**src/hw/rtl/lcg_pkg.sv**
```systemverilog
// shared types and constants for the line color gradient block
// no dependencies; imported by every module of the block
`default_nettype none

package lcg_pkg;

    // default coordinate width of the pixel and end point fields
    localparam int LCG_COORD_WIDTH = 16;

    // number of color channels and the channel saturation value
    localparam int NUM_CH = 3;
    localparam logic [7:0] CH_MAX = 8'hFF;

    // 24-bit color, red in the upper byte
    typedef struct packed {
        logic [7:0] r;
        logic [7:0] g;
        logic [7:0] b;
    } t_rgb;

endpackage

`default_nettype wire

```
**src/hw/rtl/lcg_prep.sv**
```systemverilog
// front cells: axis select, span and offset, then the two products per channel
// depends on lcg_pkg
`default_nettype none

module lcg_prep
    import lcg_pkg::*;
#(
    parameter int COORD_WIDTH = LCG_COORD_WIDTH
) (
    input  wire logic                          i_clk,
    input  wire logic                          i_rst_n,
    // upstream side
    input  wire logic                          i_valid,
    output logic                               o_ready,
    input  wire logic signed [COORD_WIDTH-1:0] i_pixel_x,
    input  wire logic signed [COORD_WIDTH-1:0] i_pixel_y,
    input  wire t_rgb                          i_pixel_rgb,
    input  wire logic signed [COORD_WIDTH-1:0] i_first_x,
    input  wire logic signed [COORD_WIDTH-1:0] i_first_y,
    input  wire t_rgb                          i_first_rgb,
    input  wire logic signed [COORD_WIDTH-1:0] i_last_x,
    input  wire logic signed [COORD_WIDTH-1:0] i_last_y,
    input  wire t_rgb                          i_last_rgb,
    input  wire logic                          i_x_major,
    // downstream side
    output logic                               o_valid,
    input  wire logic                          i_ready,
    output logic signed [COORD_WIDTH+9:0]      o_sd [NUM_CH],
    output logic signed [COORD_WIDTH+9:0]      o_en [NUM_CH],
    output logic [COORD_WIDTH-1:0]             o_dm,
    output logic                               o_bypass,
    output logic [NUM_CH-1:0][7:0]             o_e
);

    localparam int CW = COORD_WIDTH;
    localparam int PW = COORD_WIDTH + 10;

    // stage a: span and offset along the major axis
    logic signed [CW-1:0] w_p, w_a, w_b;
    logic signed [CW:0]   w_d, w_n, w_nn;
    logic [CW:0]          w_dabs;
    logic                 w_bypass;
    logic                 w_a_ready, w_b_ready;

    always_comb begin
        w_p = i_x_major ? i_pixel_x : i_pixel_y;
        w_a = i_x_major ? i_first_x : i_first_y;
        w_b = i_x_major ? i_last_x  : i_last_y;
        w_d = {w_b[CW-1], w_b} - {w_a[CW-1], w_a};
        w_n = {w_p[CW-1], w_p} - {w_a[CW-1], w_a};
        // negative span: flip both span and offset so the span is positive
        w_dabs = w_d[CW] ? (-w_d) : w_d;
        w_nn   = w_d[CW] ? (-w_n) : w_n;
        // end color already reached, or zero span: the end color is the answer
        w_bypass = (i_pixel_rgb == i_last_rgb) || (w_d == '0);
    end

    logic                 r_a_valid;
    logic [CW-1:0]        r_a_dm;
    logic signed [CW:0]   r_a_nn;
    logic [NUM_CH-1:0][7:0] r_a_s, r_a_e;
    logic                 r_a_bypass;

    assign w_a_ready = !r_a_valid || w_b_ready;
    assign o_ready   = w_a_ready;

    always_ff @(posedge i_clk) begin
        if (!i_rst_n) begin
            r_a_valid <= 1'b0;
        end else if (w_a_ready) begin
            r_a_valid <= i_valid;
        end
    end

    always_ff @(posedge i_clk) begin
        if (w_a_ready && i_valid) begin
            r_a_dm     <= w_dabs[CW-1:0];
            r_a_nn     <= w_nn;
            r_a_s      <= i_first_rgb;
            r_a_e      <= i_last_rgb;
            r_a_bypass <= w_bypass;
        end
    end

    // stage b: s*d and (e-s)*n for each channel
    logic signed [PW-1:0] w_sd [NUM_CH];
    logic signed [PW-1:0] w_en [NUM_CH];
    logic [8:0]           w_es [NUM_CH];

    always_comb begin
        for (int c = 0; c < NUM_CH; c++) begin
            w_es[c] = {1'b0, r_a_e[c]} - {1'b0, r_a_s[c]};
            w_sd[c] = $signed({{(CW+2){1'b0}}, r_a_s[c]}) * $signed({10'b0, r_a_dm});
            w_en[c] = $signed({{(CW+1){w_es[c][8]}}, w_es[c]})
                    * $signed({{9{r_a_nn[CW]}}, r_a_nn});
        end
    end

    logic r_b_valid;

    assign w_b_ready = !r_b_valid || i_ready;
    assign o_valid   = r_b_valid;

    always_ff @(posedge i_clk) begin
        if (!i_rst_n) begin
            r_b_valid <= 1'b0;
        end else if (w_b_ready) begin
            r_b_valid <= r_a_valid;
        end
    end

    always_ff @(posedge i_clk) begin
        if (w_b_ready && r_a_valid) begin
            for (int c = 0; c < NUM_CH; c++) begin
                o_sd[c] <= w_sd[c];
                o_en[c] <= w_en[c];
            end
            o_dm     <= r_a_dm;
            o_bypass <= r_a_bypass;
            o_e      <= r_a_e;
        end
    end

endmodule

`default_nettype wire

```
**src/hw/rtl/lcg_norm.sv**
```systemverilog
// numerator cell: sums the products, settles the clamped and bypass cases
// and loads the remainder and quotient preset for the divider cells; uses lcg_pkg
`default_nettype none

module lcg_norm
    import lcg_pkg::*;
#(
    parameter int COORD_WIDTH = LCG_COORD_WIDTH
) (
    input  wire logic                           i_clk,
    input  wire logic                           i_rst_n,
    input  wire logic                           i_valid,
    output logic                                o_ready,
    input  wire logic signed [COORD_WIDTH+9:0]  i_sd [NUM_CH],
    input  wire logic signed [COORD_WIDTH+9:0]  i_en [NUM_CH],
    input  wire logic [COORD_WIDTH-1:0]         i_dm,
    input  wire logic                           i_bypass,
    input  wire logic [NUM_CH-1:0][7:0]         i_e,
    output logic                                o_valid,
    input  wire logic                           i_ready,
    output logic [COORD_WIDTH+7:0]              o_rem [NUM_CH],
    output logic [NUM_CH-1:0][7:0]              o_q,
    output logic [COORD_WIDTH-1:0]              o_dm
);

    localparam int CW = COORD_WIDTH;
    localparam int NW = COORD_WIDTH + 11;
    localparam int RW = COORD_WIDTH + 8;

    logic signed [NW-1:0] w_num [NUM_CH];
    logic [RW-1:0]        w_rem [NUM_CH];
    logic [NUM_CH-1:0][7:0] w_q;
    logic                 w_neg, w_over;
    logic [CW-1:0]        w_dm;

    // negative numerator clamps to zero, numerator at or past 256 spans to full scale
    always_comb begin
        for (int c = 0; c < NUM_CH; c++) begin
            w_num[c] = {i_sd[c][CW+9], i_sd[c]} + {i_en[c][CW+9], i_en[c]};
            w_neg    = w_num[c][NW-1];
            w_over   = !w_neg && (w_num[c][NW-2:0] >= {2'b00, i_dm, 8'h00});
            w_rem[c] = (i_bypass || w_neg || w_over) ? '0 : w_num[c][RW-1:0];
            if (i_bypass) begin
                w_q[c] = i_e[c];
            end else if (w_over) begin
                w_q[c] = CH_MAX;
            end else begin
                w_q[c] = '0;
            end
        end
        // a unit divisor keeps the divider cells from setting bits on bypass
        w_dm = i_bypass ? {{(CW-1){1'b0}}, 1'b1} : i_dm;
    end

    logic r_valid;

    assign o_ready = !r_valid || i_ready;
    assign o_valid = r_valid;

    always_ff @(posedge i_clk) begin
        if (!i_rst_n) begin
            r_valid <= 1'b0;
        end else if (o_ready) begin
            r_valid <= i_valid;
        end
    end

    always_ff @(posedge i_clk) begin
        if (o_ready && i_valid) begin
            for (int c = 0; c < NUM_CH; c++) begin
                o_rem[c] <= w_rem[c];
            end
            o_q  <= w_q;
            o_dm <= w_dm;
        end
    end

endmodule

`default_nettype wire

```
**src/hw/rtl/lcg_div_cell.sv**
```systemverilog
// one restoring division cell: resolves quotient bit BIT for all channels
// depends on lcg_pkg
`default_nettype none

module lcg_div_cell
    import lcg_pkg::*;
#(
    parameter int COORD_WIDTH = LCG_COORD_WIDTH,
    parameter int BIT         = 7
) (
    input  wire logic                      i_clk,
    input  wire logic                      i_rst_n,
    input  wire logic                      i_valid,
    output logic                           o_ready,
    input  wire logic [COORD_WIDTH+7:0]    i_rem [NUM_CH],
    input  wire logic [NUM_CH-1:0][7:0]    i_q,
    input  wire logic [COORD_WIDTH-1:0]    i_dm,
    output logic                           o_valid,
    input  wire logic                      i_ready,
    output logic [COORD_WIDTH+7:0]         o_rem [NUM_CH],
    output logic [NUM_CH-1:0][7:0]         o_q,
    output logic [COORD_WIDTH-1:0]         o_dm
);

    localparam int RW = COORD_WIDTH + 8;

    logic [RW-1:0]          w_dsh;
    logic [RW:0]            w_diff [NUM_CH];
    logic [RW-1:0]          w_rem [NUM_CH];
    logic [NUM_CH-1:0][7:0] w_q;

    // trial subtract of the shifted divisor, keep it when it does not borrow
    always_comb begin
        w_dsh = {8'h00, i_dm} << BIT;
        w_q   = i_q;
        for (int c = 0; c < NUM_CH; c++) begin
            w_diff[c] = {1'b0, i_rem[c]} - {1'b0, w_dsh};
            w_rem[c]  = w_diff[c][RW] ? i_rem[c] : w_diff[c][RW-1:0];
            w_q[c][BIT] = i_q[c][BIT] | !w_diff[c][RW];
        end
    end

    logic r_valid;

    assign o_ready = !r_valid || i_ready;
    assign o_valid = r_valid;

    always_ff @(posedge i_clk) begin
        if (!i_rst_n) begin
            r_valid <= 1'b0;
        end else if (o_ready) begin
            r_valid <= i_valid;
        end
    end

    always_ff @(posedge i_clk) begin
        if (o_ready && i_valid) begin
            for (int c = 0; c < NUM_CH; c++) begin
                o_rem[c] <= w_rem[c];
            end
            o_q  <= w_q;
            o_dm <= i_dm;
        end
    end

endmodule

`default_nettype wire

```
**src/hw/rtl/line_color_gradient.sv**
```systemverilog
// top level of the line color gradient shader: front cells, numerator cell
// and a row of eight division cells; depends on lcg_pkg, lcg_prep, lcg_norm, lcg_div_cell
//
//  channel   direction  handshake                     payload
//  s_axis    in         i_s_axis_tvalid/o_s_axis_tready  tdata: pixel, start, end; tuser: x_major
//  m_axis    out        o_m_axis_tvalid/i_m_axis_tready  tdata: shaded_rgb
//
// one pixel per cycle sustained while the sink keeps ready high; stages: two front stages
// (span, then products), one numerator stage and eight division cells,
// one quotient bit per cell
// reset clears only the valid bit of every stage
// each stage holds while full and its neighbor stalls; ready ripples back,
// so bubbles are filled while a result waits at the output
`default_nettype none

module line_color_gradient
    import lcg_pkg::*;
#(
    parameter int COORD_WIDTH = LCG_COORD_WIDTH
) (
    input  wire logic                 i_clk,
    input  wire logic                 i_rst_n,
    input  wire logic                 i_s_axis_tvalid,
    output logic                      o_s_axis_tready,
    // pixel_x, pixel_y, pixel_rgb, first_x, first_y, first_rgb,
    // last_x, last_y, last_rgb, zero fill
    input  wire logic [((6*COORD_WIDTH+72+7)/8)*8-1:0] i_s_axis_tdata,
    // x_major
    input  wire logic [0:0]           i_s_axis_tuser,
    output logic                      o_m_axis_tvalid,
    input  wire logic                 i_m_axis_tready,
    // shaded_rgb (blue, green, red)
    output logic [23:0]               o_m_axis_tdata
);

    localparam int CW = COORD_WIDTH;
    localparam int RW = COORD_WIDTH + 8;
    localparam int NCELL = 8;

    // field unpacking of the input transaction
    logic signed [CW-1:0] w_pixel_x, w_pixel_y, w_first_x, w_first_y, w_last_x, w_last_y;
    t_rgb                 w_pixel_rgb, w_first_rgb, w_last_rgb;

    assign w_pixel_x   = i_s_axis_tdata[CW-1:0];
    assign w_pixel_y   = i_s_axis_tdata[2*CW-1:CW];
    assign w_pixel_rgb = i_s_axis_tdata[2*CW+23:2*CW];
    assign w_first_x   = i_s_axis_tdata[3*CW+23:2*CW+24];
    assign w_first_y   = i_s_axis_tdata[4*CW+23:3*CW+24];
    assign w_first_rgb = i_s_axis_tdata[4*CW+47:4*CW+24];
    assign w_last_x    = i_s_axis_tdata[5*CW+47:4*CW+48];
    assign w_last_y    = i_s_axis_tdata[6*CW+47:5*CW+48];
    assign w_last_rgb  = i_s_axis_tdata[6*CW+71:6*CW+48];

    // front cells
    logic                   w_p_valid, w_p_ready;
    logic signed [CW+9:0]   w_sd [NUM_CH];
    logic signed [CW+9:0]   w_en [NUM_CH];
    logic [CW-1:0]          w_p_dm;
    logic                   w_p_bypass;
    logic [NUM_CH-1:0][7:0] w_p_e;

    lcg_prep #(.COORD_WIDTH(COORD_WIDTH)) u_prep (
        .i_clk       (i_clk),
        .i_rst_n     (i_rst_n),
        .i_valid     (i_s_axis_tvalid),
        .o_ready     (o_s_axis_tready),
        .i_pixel_x   (w_pixel_x),
        .i_pixel_y   (w_pixel_y),
        .i_pixel_rgb (w_pixel_rgb),
        .i_first_x   (w_first_x),
        .i_first_y   (w_first_y),
        .i_first_rgb (w_first_rgb),
        .i_last_x    (w_last_x),
        .i_last_y    (w_last_y),
        .i_last_rgb  (w_last_rgb),
        .i_x_major   (i_s_axis_tuser[0]),
        .o_valid     (w_p_valid),
        .i_ready     (w_p_ready),
        .o_sd        (w_sd),
        .o_en        (w_en),
        .o_dm        (w_p_dm),
        .o_bypass    (w_p_bypass),
        .o_e         (w_p_e)
    );

    // chain links: index 0 is the numerator cell output, NCELL the last cell
    logic [NCELL:0]         w_valid, w_ready;
    logic [RW-1:0]          w_rem [NCELL+1][NUM_CH];
    logic [NUM_CH-1:0][7:0] w_q   [NCELL+1];
    logic [CW-1:0]          w_dm  [NCELL+1];

    lcg_norm #(.COORD_WIDTH(COORD_WIDTH)) u_norm (
        .i_clk    (i_clk),
        .i_rst_n  (i_rst_n),
        .i_valid  (w_p_valid),
        .o_ready  (w_p_ready),
        .i_sd     (w_sd),
        .i_en     (w_en),
        .i_dm     (w_p_dm),
        .i_bypass (w_p_bypass),
        .i_e      (w_p_e),
        .o_valid  (w_valid[0]),
        .i_ready  (w_ready[0]),
        .o_rem    (w_rem[0]),
        .o_q      (w_q[0]),
        .o_dm     (w_dm[0])
    );

    // division cells, most significant quotient bit first
    for (genvar k = 0; k < NCELL; k++) begin : g_cell
        lcg_div_cell #(
            .COORD_WIDTH (COORD_WIDTH),
            .BIT         (NCELL - 1 - k)
        ) u_cell (
            .i_clk   (i_clk),
            .i_rst_n (i_rst_n),
            .i_valid (w_valid[k]),
            .o_ready (w_ready[k]),
            .i_rem   (w_rem[k]),
            .i_q     (w_q[k]),
            .i_dm    (w_dm[k]),
            .o_valid (w_valid[k+1]),
            .i_ready (w_ready[k+1]),
            .o_rem   (w_rem[k+1]),
            .o_q     (w_q[k+1]),
            .o_dm    (w_dm[k+1])
        );
    end

    // the last cell's register is the output transaction
    assign w_ready[NCELL]  = i_m_axis_tready;
    assign o_m_axis_tvalid = w_valid[NCELL];
    assign o_m_axis_tdata  = w_q[NCELL];

endmodule

`default_nettype wire

```
**config.mk**
```make
export PLATFORM = sky130hd
export DESIGN_NAME = line_color_gradient
export DESIGN_NICKNAME = d
export VERILOG_FILES = /design/src/hw/rtl/lcg_pkg.sv /design/src/hw/rtl/lcg_prep.sv /design/src/hw/rtl/lcg_norm.sv /design/src/hw/rtl/lcg_div_cell.sv /design/src/hw/rtl/line_color_gradient.sv
export SDC_FILE = /design/constraint.sdc
export NUM_CORES = 2
export LEC_CHECK = 0
export ABC_AREA = 1
export BUFFER_PORTS_ARGS = -buffer_cell sky130_fd_sc_hd__buf_2
export CAP_MARGIN = 20
export CORE_UTILIZATION = 60
export CTS_CLUSTER_SIZE = 8
export DETAILED_ROUTE_END_ITERATION = 12
export HOLD_SLACK_MARGIN = 0.03
export PLACE_DENSITY = 0.83
export SLEW_MARGIN = 30
export SYNTH_ARGS = -nofsm -noshare
export SYNTH_HDL_FRONTEND = slang
export SYNTH_SLANG_ARGS = --single-unit
export TNS_END_PERCENT = 100
```
**constraint.sdc**
```tcl
create_clock -name i_clk -period 17.05 [get_ports i_clk]
set_input_delay 3.41 -clock i_clk [delete_from_list [all_inputs] [get_ports i_clk]]
set_output_delay 3.41 -clock i_clk [all_outputs]
set_load 0.05 [all_outputs]
```
Yosys cells after proc, flatten, opt, wreduce, memory -nomap -nowiden
Index checks and enable logic that the tools add are counted.
Storage, ports and cells
  output and inout port bits: 26
  bits in registers: 1204
  input bits: 173
  logic and storage cells: 261
Cells by class
  multiplexer cells: 32
  bitwise logic cells: 24
  equality and inequality tests: 1
  reduce and logical (&&, ||, !) cells: 71
  multipliers: 6
  add/sub/neg operators: 34
  order comparisons: 3
Operators with widths (number)
  2-to-1 mux 24 bit: 21
  adder 25 x 26 -> 27 bit: 3
  >= comparator 26 x 24 -> 1 bit: 3
  multiplier 9 x 17 -> 26 bit: 3
  subtractor 24 x 16 -> 25 bit: 3
  subtractor 24 x 17 -> 25 bit: 3
  subtractor 24 x 18 -> 25 bit: 3
  subtractor 24 x 19 -> 25 bit: 3
  subtractor 24 x 20 -> 25 bit: 3
  subtractor 24 x 21 -> 25 bit: 3
  subtractor 24 x 22 -> 25 bit: 3
  subtractor 24 x 23 -> 25 bit: 3
  multiplier 8 x 16 -> 24 bit: 3
  2-to-1 mux 16 bit: 4
  2-to-1 mux 8 bit: 6
  logical NOT 1 bit: 38
  subtractor 16 x 16 -> 17 bit: 2
  subtractor 8 x 8 -> 9 bit: 3
  equality test 24 bit: 1
  OR 1 bit: 24
  logical OR 1 bit: 18
  logical NOT 17 bit: 1
  2-to-1 mux 17 bit: 1
  negation 17 bit: 1
  other kinds (2): 15

Logic depth before layout (Yosys ltp)
  word-level depth: 13
  depth in mapped cells: 36
  mapped depth without buffers: 33

By module
A second synthesis with hierarchy kept.
Unflattened totals
  cell total of the unflattened synthesis: 14073
  area, all modules: 114324.6 sq um
By module, submodules not included
  lcg_prep: cells each 4532, area an instance 40226.1 sq um, instances 1, sequential area each 8237.9 sq um
  lcg_norm: cells each 1420, area an instance 10487.6 sq um, instances 1, sequential area each 3383.2 sq um
  lcg_div_cell at g_cell[7].u_cell: cells each 1152, area an instance 8589.5 sq um, instances 1, sequential area each 3383.2 sq um
  lcg_div_cell at g_cell[6].u_cell: cells each 1161, area an instance 8585.7 sq um, instances 1, sequential area each 3383.2 sq um
  lcg_div_cell at g_cell[5].u_cell: cells each 1096, area an instance 8260.4 sq um, instances 1, sequential area each 3383.2 sq um
  lcg_div_cell at g_cell[4].u_cell: cells each 1039, area an instance 8139.1 sq um, instances 1, sequential area each 3383.2 sq um
  lcg_div_cell at g_cell[3].u_cell: cells each 961, area an instance 7821.3 sq um, instances 1, sequential area each 3383.2 sq um
  lcg_div_cell at g_cell[2].u_cell: cells each 927, area an instance 7574.8 sq um, instances 1, sequential area each 3383.2 sq um
  lcg_div_cell at g_cell[0].u_cell: cells each 923, area an instance 7405.9 sq um, instances 1, sequential area each 3383.2 sq um
  lcg_div_cell at g_cell[1].u_cell: cells each 862, area an instance 7234.4 sq um, instances 1, sequential area each 3383.2 sq um

Least setup slack after synthesis
OpenSTA, ideal clock, no wires.
  kind: in2reg
  start: input i_m_axis_tready
  end: register u_norm.o_dm[0] (enable)
  data required time: 16.430 ns
  slack: 7.121 ns
  stages: 10
  library setup time: 0.620 ns
  data arrival time: 9.309 ns
  path buffers: 0
  cell sequence: nor2_1 > inv_1 > nor2_2 > nand2_2 > nor2_2 > nand2_1 > nor2_2 > nand2_2 > nor2_2 > a21oi_1
Between the ends
  cells in the longest elaborated chain, start to end: 10
RTL lines
  from (decl): RTL line line_color_gradient.sv:31  | input wire logic i_m_axis_tready,
  logical OR 1 bit (8 in a row): RTL line lcg_div_cell.sv:45  | assign o_ready = !r_valid || i_ready;
  logical OR 1 bit: RTL line lcg_norm.sv:57  | assign o_ready = !r_valid || i_ready;
  logical AND 1 bit: RTL line lcg_norm.sv:69  | if (o_ready && i_valid) begin
  to (signal assigned): RTL line lcg_norm.sv:74  | o_dm <= w_dm;
  to (decl): RTL line lcg_norm.sv:23  | output logic [COORD_WIDTH-1:0] o_dm
Every way passes these cells.
A chain may end at the register's enable or synchronous reset.

Worst setup path after layout
  start: input i_m_axis_tready
  end: output o_s_axis_tready
Between the ends
  cells in the longest elaborated chain, start to end: 11
RTL lines
  logical OR 1 bit (8 in a row): RTL line lcg_div_cell.sv:45
  logical OR 1 bit: RTL line lcg_norm.sv:57
  logical OR 1 bit: RTL line lcg_prep.sv:101  | assign w_b_ready = !r_b_valid || i_ready;
  logical OR 1 bit: RTL line lcg_prep.sv:64  | assign w_a_ready = !r_a_valid || w_b_ready;
  to (decl): RTL line line_color_gradient.sv:24  | output logic o_s_axis_tready,
Every way passes these cells.

==> parameters.txt <==
Parameter                              Value

Clock network
  Clock latency on the worst-skew pair ... between 0.8 and 0.9 ns
  Hold buffers post-CTS ... 0
  CTS Root Cell ... sky130_fd_sc_hd__clkbuf_16
  Cts repair resizes ... 0
  Sinks on the clock net ... between 1000 and 1500
  Bufs on Longest Clock Path ... 3
  CTS HTree Levels ... 4
  Number of buffers inserted to repair setup after CTS ... 0
  Clock transition at the registers of the reported paths ... about 0.05 ns
  Inserted Clock Buffers ... 173
  TritonCTS clock tree ... done

Timing
  Slew of the pin with the lowest slew margin ... between 1 and 1.5 ns
  Hold Violations, Final ... 0
  Slack of the critical path ... roughly 8 ns
  Maximum clock frequency ... approximately 110 MHz
  Rel. slew slack ... a little under a third
  Final number of max-transition violations ... 0
  Min cycle time layout ... 8.91 ns
  Part of the cycle the worst path needs ... 52.2%
  RSZ-0062 raised after global routing ... false
  Endpoints failing setup ... 0
  Final TNS setup ... 0 ns
  Post-Route Skew ... about 0.065 ns

Route
  Post-detailed-route DRC marker count ... 0
  Via/cell ratio ... approximately 5.8
  Aggregate routed wire length ... 278000 um
  Average detailed-routed wire length per instance ... between 20 and 25 um
  Number of design-rule violations left by the first detailed-router iteration ... 5580
  Post-detailed-route count of antenna-violating nets ... 0
  Routed vias ... 73100
  Drt first pass iters ... 6

Synthesis
  Gate Count Post-Synth ... 10300
  Post-synthesis cell type count ... 74
  Fraction of the yosys area taken by sequential cells ... between 30% and 40%
  Number of storage elements in the synthesis netlist ... 1204
  Mean post-synth cell area ... 9.34 sq um
  Yosys warnings ... 0
  Syn Nets ... ~12000
  Top flip-flop cell by instance count after synthesis ... sky130_fd_sc_hd__edfxtp_1
  Count of flip-flops with a built-in enable after synthesis ... around 1200
  Post-synthesis instance area ... 96400 sq um
  Share of flip-flops with an asynchronous set or reset after synthesis ... 0%

Floorplanning
  Chip Height ... approximately 400 um
  Starting Density ... 60.6%
  Width of the die ... approximately 400 um
  Die area ... about 160000 sq um
  FP Rows ... roughly 150
  I/O pin cnt ... 199
  Core ar. ... between 150000 and 200000 sq um

Setup path
  Worst path cell trace ... buf_2 > nor2_1 > inv_1 > nor2_2 > nand2_2 > nor2_2 > nand2_1 > nor2_2 > nand2_2 > nor2_2 > nand2_1 > nor2_2 > nand2_1 > buf_2
  CP max stage delay ... 0.25 ns
  Number of buffer and inverter instances along the worst setup path ... 3
  Data required, critical path ... between 10 and 15 ns
  Data arrival time of the critical path ... approximately 5.5 ns
  Crit path max fanout ... 4
  CP Launch Type ... primary input
  Most repeated library cell on the critical path ... sky130_fd_sc_hd__nor2_2
  Slowest cell on the critical path ... sky130_fd_sc_hd__nor2_2
  Top cell family by delay on the critical path ... simple AND/OR/NAND/NOR gates
  Kind of end point of the critical path ... output pin
  Category of the critical setup timing path ... in -> out
  Reg-to-reg setup timing slack ... roughly 9.4 ns

Cells and area
  Leading cell type in the layout, fill and taps excluded ... sky130_fd_sc_hd__nand2_1
  Combined area of the multi-input logic cells ... between 50000 and 60000 sq um
  Fraction of final layout cells sized beyond drive strength 1 ... 6.70%
  Sequential cell area ... about 36000 sq um
  Most frequent cells in the layout ... sky130_fd_sc_hd__nand2_1, sky130_fd_sc_hd__inv_1, sky130_fd_sc_hd__edfxtp_1
  Filler instances ... ~13000
  Area growth from synthesis to final layout ... 8.55%
  Layout net count ... approximately 12000

Status
  Run status ... finished clean

Placed design
  I/O Buffers ... 198
  RD Place Congestion ... around 1.0
  Placed wire-length estimate after detailed placement ... around 220000 um
  Pre-CTS worst setup slack ... 8.11 ns

Global route
  Number of antenna violations at the first check in global routing ... 11
  Number of global-route vias before repair ... between 70000 and 80000
  Total Routing Usage GR ... 34.4%
  Maximum number of pins on one net before global-route repair ... between 70 and 80
  Overall overflow remaining after global route ... 0
  Wire length of the first global-routing pass ... around 420000 um

Worst hold path
  Worst hold path class ... reg -> reg

Job
  Number of max-cap violations ... 0
area by class of cell:
class	instances	share of cell area, %
multi-input cells	7296	51.1
flip-flops and latches	1204	34.5
inverters	1587	5.71
clock buffers	204	4.27
well taps	2072	2.48
repair buffers	280	1.58
clock inverters	27	0.422
diodes	1	0.00239
metrics by stage:
stage	instance area (sq um)	instances	utilization [%]	hold slack, ns
3_3_place_gp	99600	12400	62.7	0.401
3_5_place_dp	99600	12400	62.7	0.405
4_1_cts	105000	12700	65.8	0.398
6_report	105000	12700	65.8	0.410
2_1_floorplan	96400	10300	-	0.400
5_1_grt	105000	12700	65.8	0.404
synthesized netlist by cell type, types with 8 or more instances:
| master | n | share of area, % |
|---|---|---|
| sky130_fd_sc_hd__nor3_1 | 90 | 0.47 |
| sky130_fd_sc_hd__buf_2 | 54 | 0.28 |
| sky130_fd_sc_hd__nor2_2 | 9 | 0.058 |
| sky130_fd_sc_hd__ha_1 | 856 | 11 |
| sky130_fd_sc_hd__a31oi_1 | 68 | 0.44 |
| sky130_fd_sc_hd__a21boi_0 | 21 | 0.16 |
| sky130_fd_sc_hd__o31ai_1 | 14 | 0.11 |
| sky130_fd_sc_hd__nand3b_1 | 39 | 0.30 |
| sky130_fd_sc_hd__o21ai_1 | 55 | 0.29 |
| sky130_fd_sc_hd__edfxtp_1 | 1193 | 37 |
| sky130_fd_sc_hd__inv_2 | 13 | 0.051 |
| sky130_fd_sc_hd__nand4_1 | 75 | 0.49 |
| sky130_fd_sc_hd__buf_4 | 8 | 0.062 |
| sky130_fd_sc_hd__o21a_1 | 29 | 0.23 |
| sky130_fd_sc_hd__clkbuf_1 | 144 | 0.56 |
| sky130_fd_sc_hd__a21oi_1 | 726 | 3.8 |
| sky130_fd_sc_hd__xnor2_1 | 293 | 2.7 |
| sky130_fd_sc_hd__o21ai_0 | 508 | 2.6 |
| sky130_fd_sc_hd__nor3_2 | 15 | 0.16 |
| sky130_fd_sc_hd__a21o_1 | 66 | 0.51 |
| sky130_fd_sc_hd__a211oi_1 | 17 | 0.13 |
| sky130_fd_sc_hd__o211ai_1 | 21 | 0.16 |
| sky130_fd_sc_hd__buf_6 | 8 | 0.093 |
| sky130_fd_sc_hd__o21ai_2 | 13 | 0.12 |
| sky130_fd_sc_hd__o21bai_1 | 55 | 0.43 |
| sky130_fd_sc_hd__dfxtp_1 | 11 | 0.23 |
| sky130_fd_sc_hd__nand3_2 | 10 | 0.10 |
| sky130_fd_sc_hd__o2111ai_1 | 8 | 0.073 |
| sky130_fd_sc_hd__a21oi_2 | 12 | 0.11 |
| sky130_fd_sc_hd__nand3_1 | 264 | 1.4 |
| sky130_fd_sc_hd__mux2_2 | 32 | 0.37 |
| sky130_fd_sc_hd__nand2_2 | 21 | 0.14 |
| sky130_fd_sc_hd__xor2_1 | 281 | 2.6 |
| sky130_fd_sc_hd__or2_2 | 62 | 0.40 |
| sky130_fd_sc_hd__nor2_1 | 917 | 3.6 |
| sky130_fd_sc_hd__inv_1 | 1572 | 6.1 |
| sky130_fd_sc_hd__nand2_1 | 1940 | 7.6 |
| sky130_fd_sc_hd__nor4_1 | 32 | 0.21 |
| sky130_fd_sc_hd__fa_1 | 659 | 14 |
| sky130_fd_sc_hd__mux2i_1 | 17 | 0.18 |
cell families (layout without fill, tap and decap cells):
logic type | Yosys count | count (layout) | synth area share, %
flip-flops | 1204 | 1204 | 37.4
other | 0 | 1 | 0
AND/OR/NAND/NOR | 3496 | 3496 | 15.1
XOR/XNOR | 585 | 585 | 5.40
adder cells (fa/ha/maj) | 1515 | 1515 | 24.8
multiplexers | 49 | 49 | 0.550
buffers and inverters | 1813 | 2098 | 7.23
AO/OA/AOI/OAI | 1651 | 1651 | 9.53
path summary, 6_finish.rpt:
path,startpoint,to,depth (start not counted)
setup / recovery,i_m_axis_tready,o_s_axis_tready,14
hold / removal,g_cell[4].u_cell.o_rem[48],g_cell[5].u_cell.o_rem[48],0
setup reg to reg,u_prep.r_a_s[19],u_prep.o_en[22],27
hold reg to reg,g_cell[4].u_cell.o_rem[48],g_cell[5].u_cell.o_rem[48],0
state kept, by name, summed over array words and instances, names as in the netlist, 8 cells and up:
name                   count
u_prep.r_a_s              24
u_prep.r_a_nn             17
u_prep.o_dm               16
u_norm.o_q                24
u_prep.r_a_e              24
g_cell.u_cell.o_q        192
u_prep.o_e                24
g_cell.u_cell.o_dm       112
u_norm.o_rem              72
u_norm.o_dm               16
g_cell.u_cell.o_valid      8
g_cell.u_cell.o_rem      504
u_prep.o_en               78
u_prep.o_sd               72
u_prep.r_a_dm             16
per-layer routing:
metal / GRT usage [%] / vias up / share of wire (%)
li1: - / 34500 / -
met1: 36.1 / 34700 / 34
met2: 59.3 / 2874 / 49
met3: 5.22 / 1000 / 5.7
met4: 32.1 / 6 / 11
met5: 0 / - / 0.016
Power is left out: the tool's default activity adds up to more than one toggle a clock period on the data nets, which glitch-free logic cannot reach.
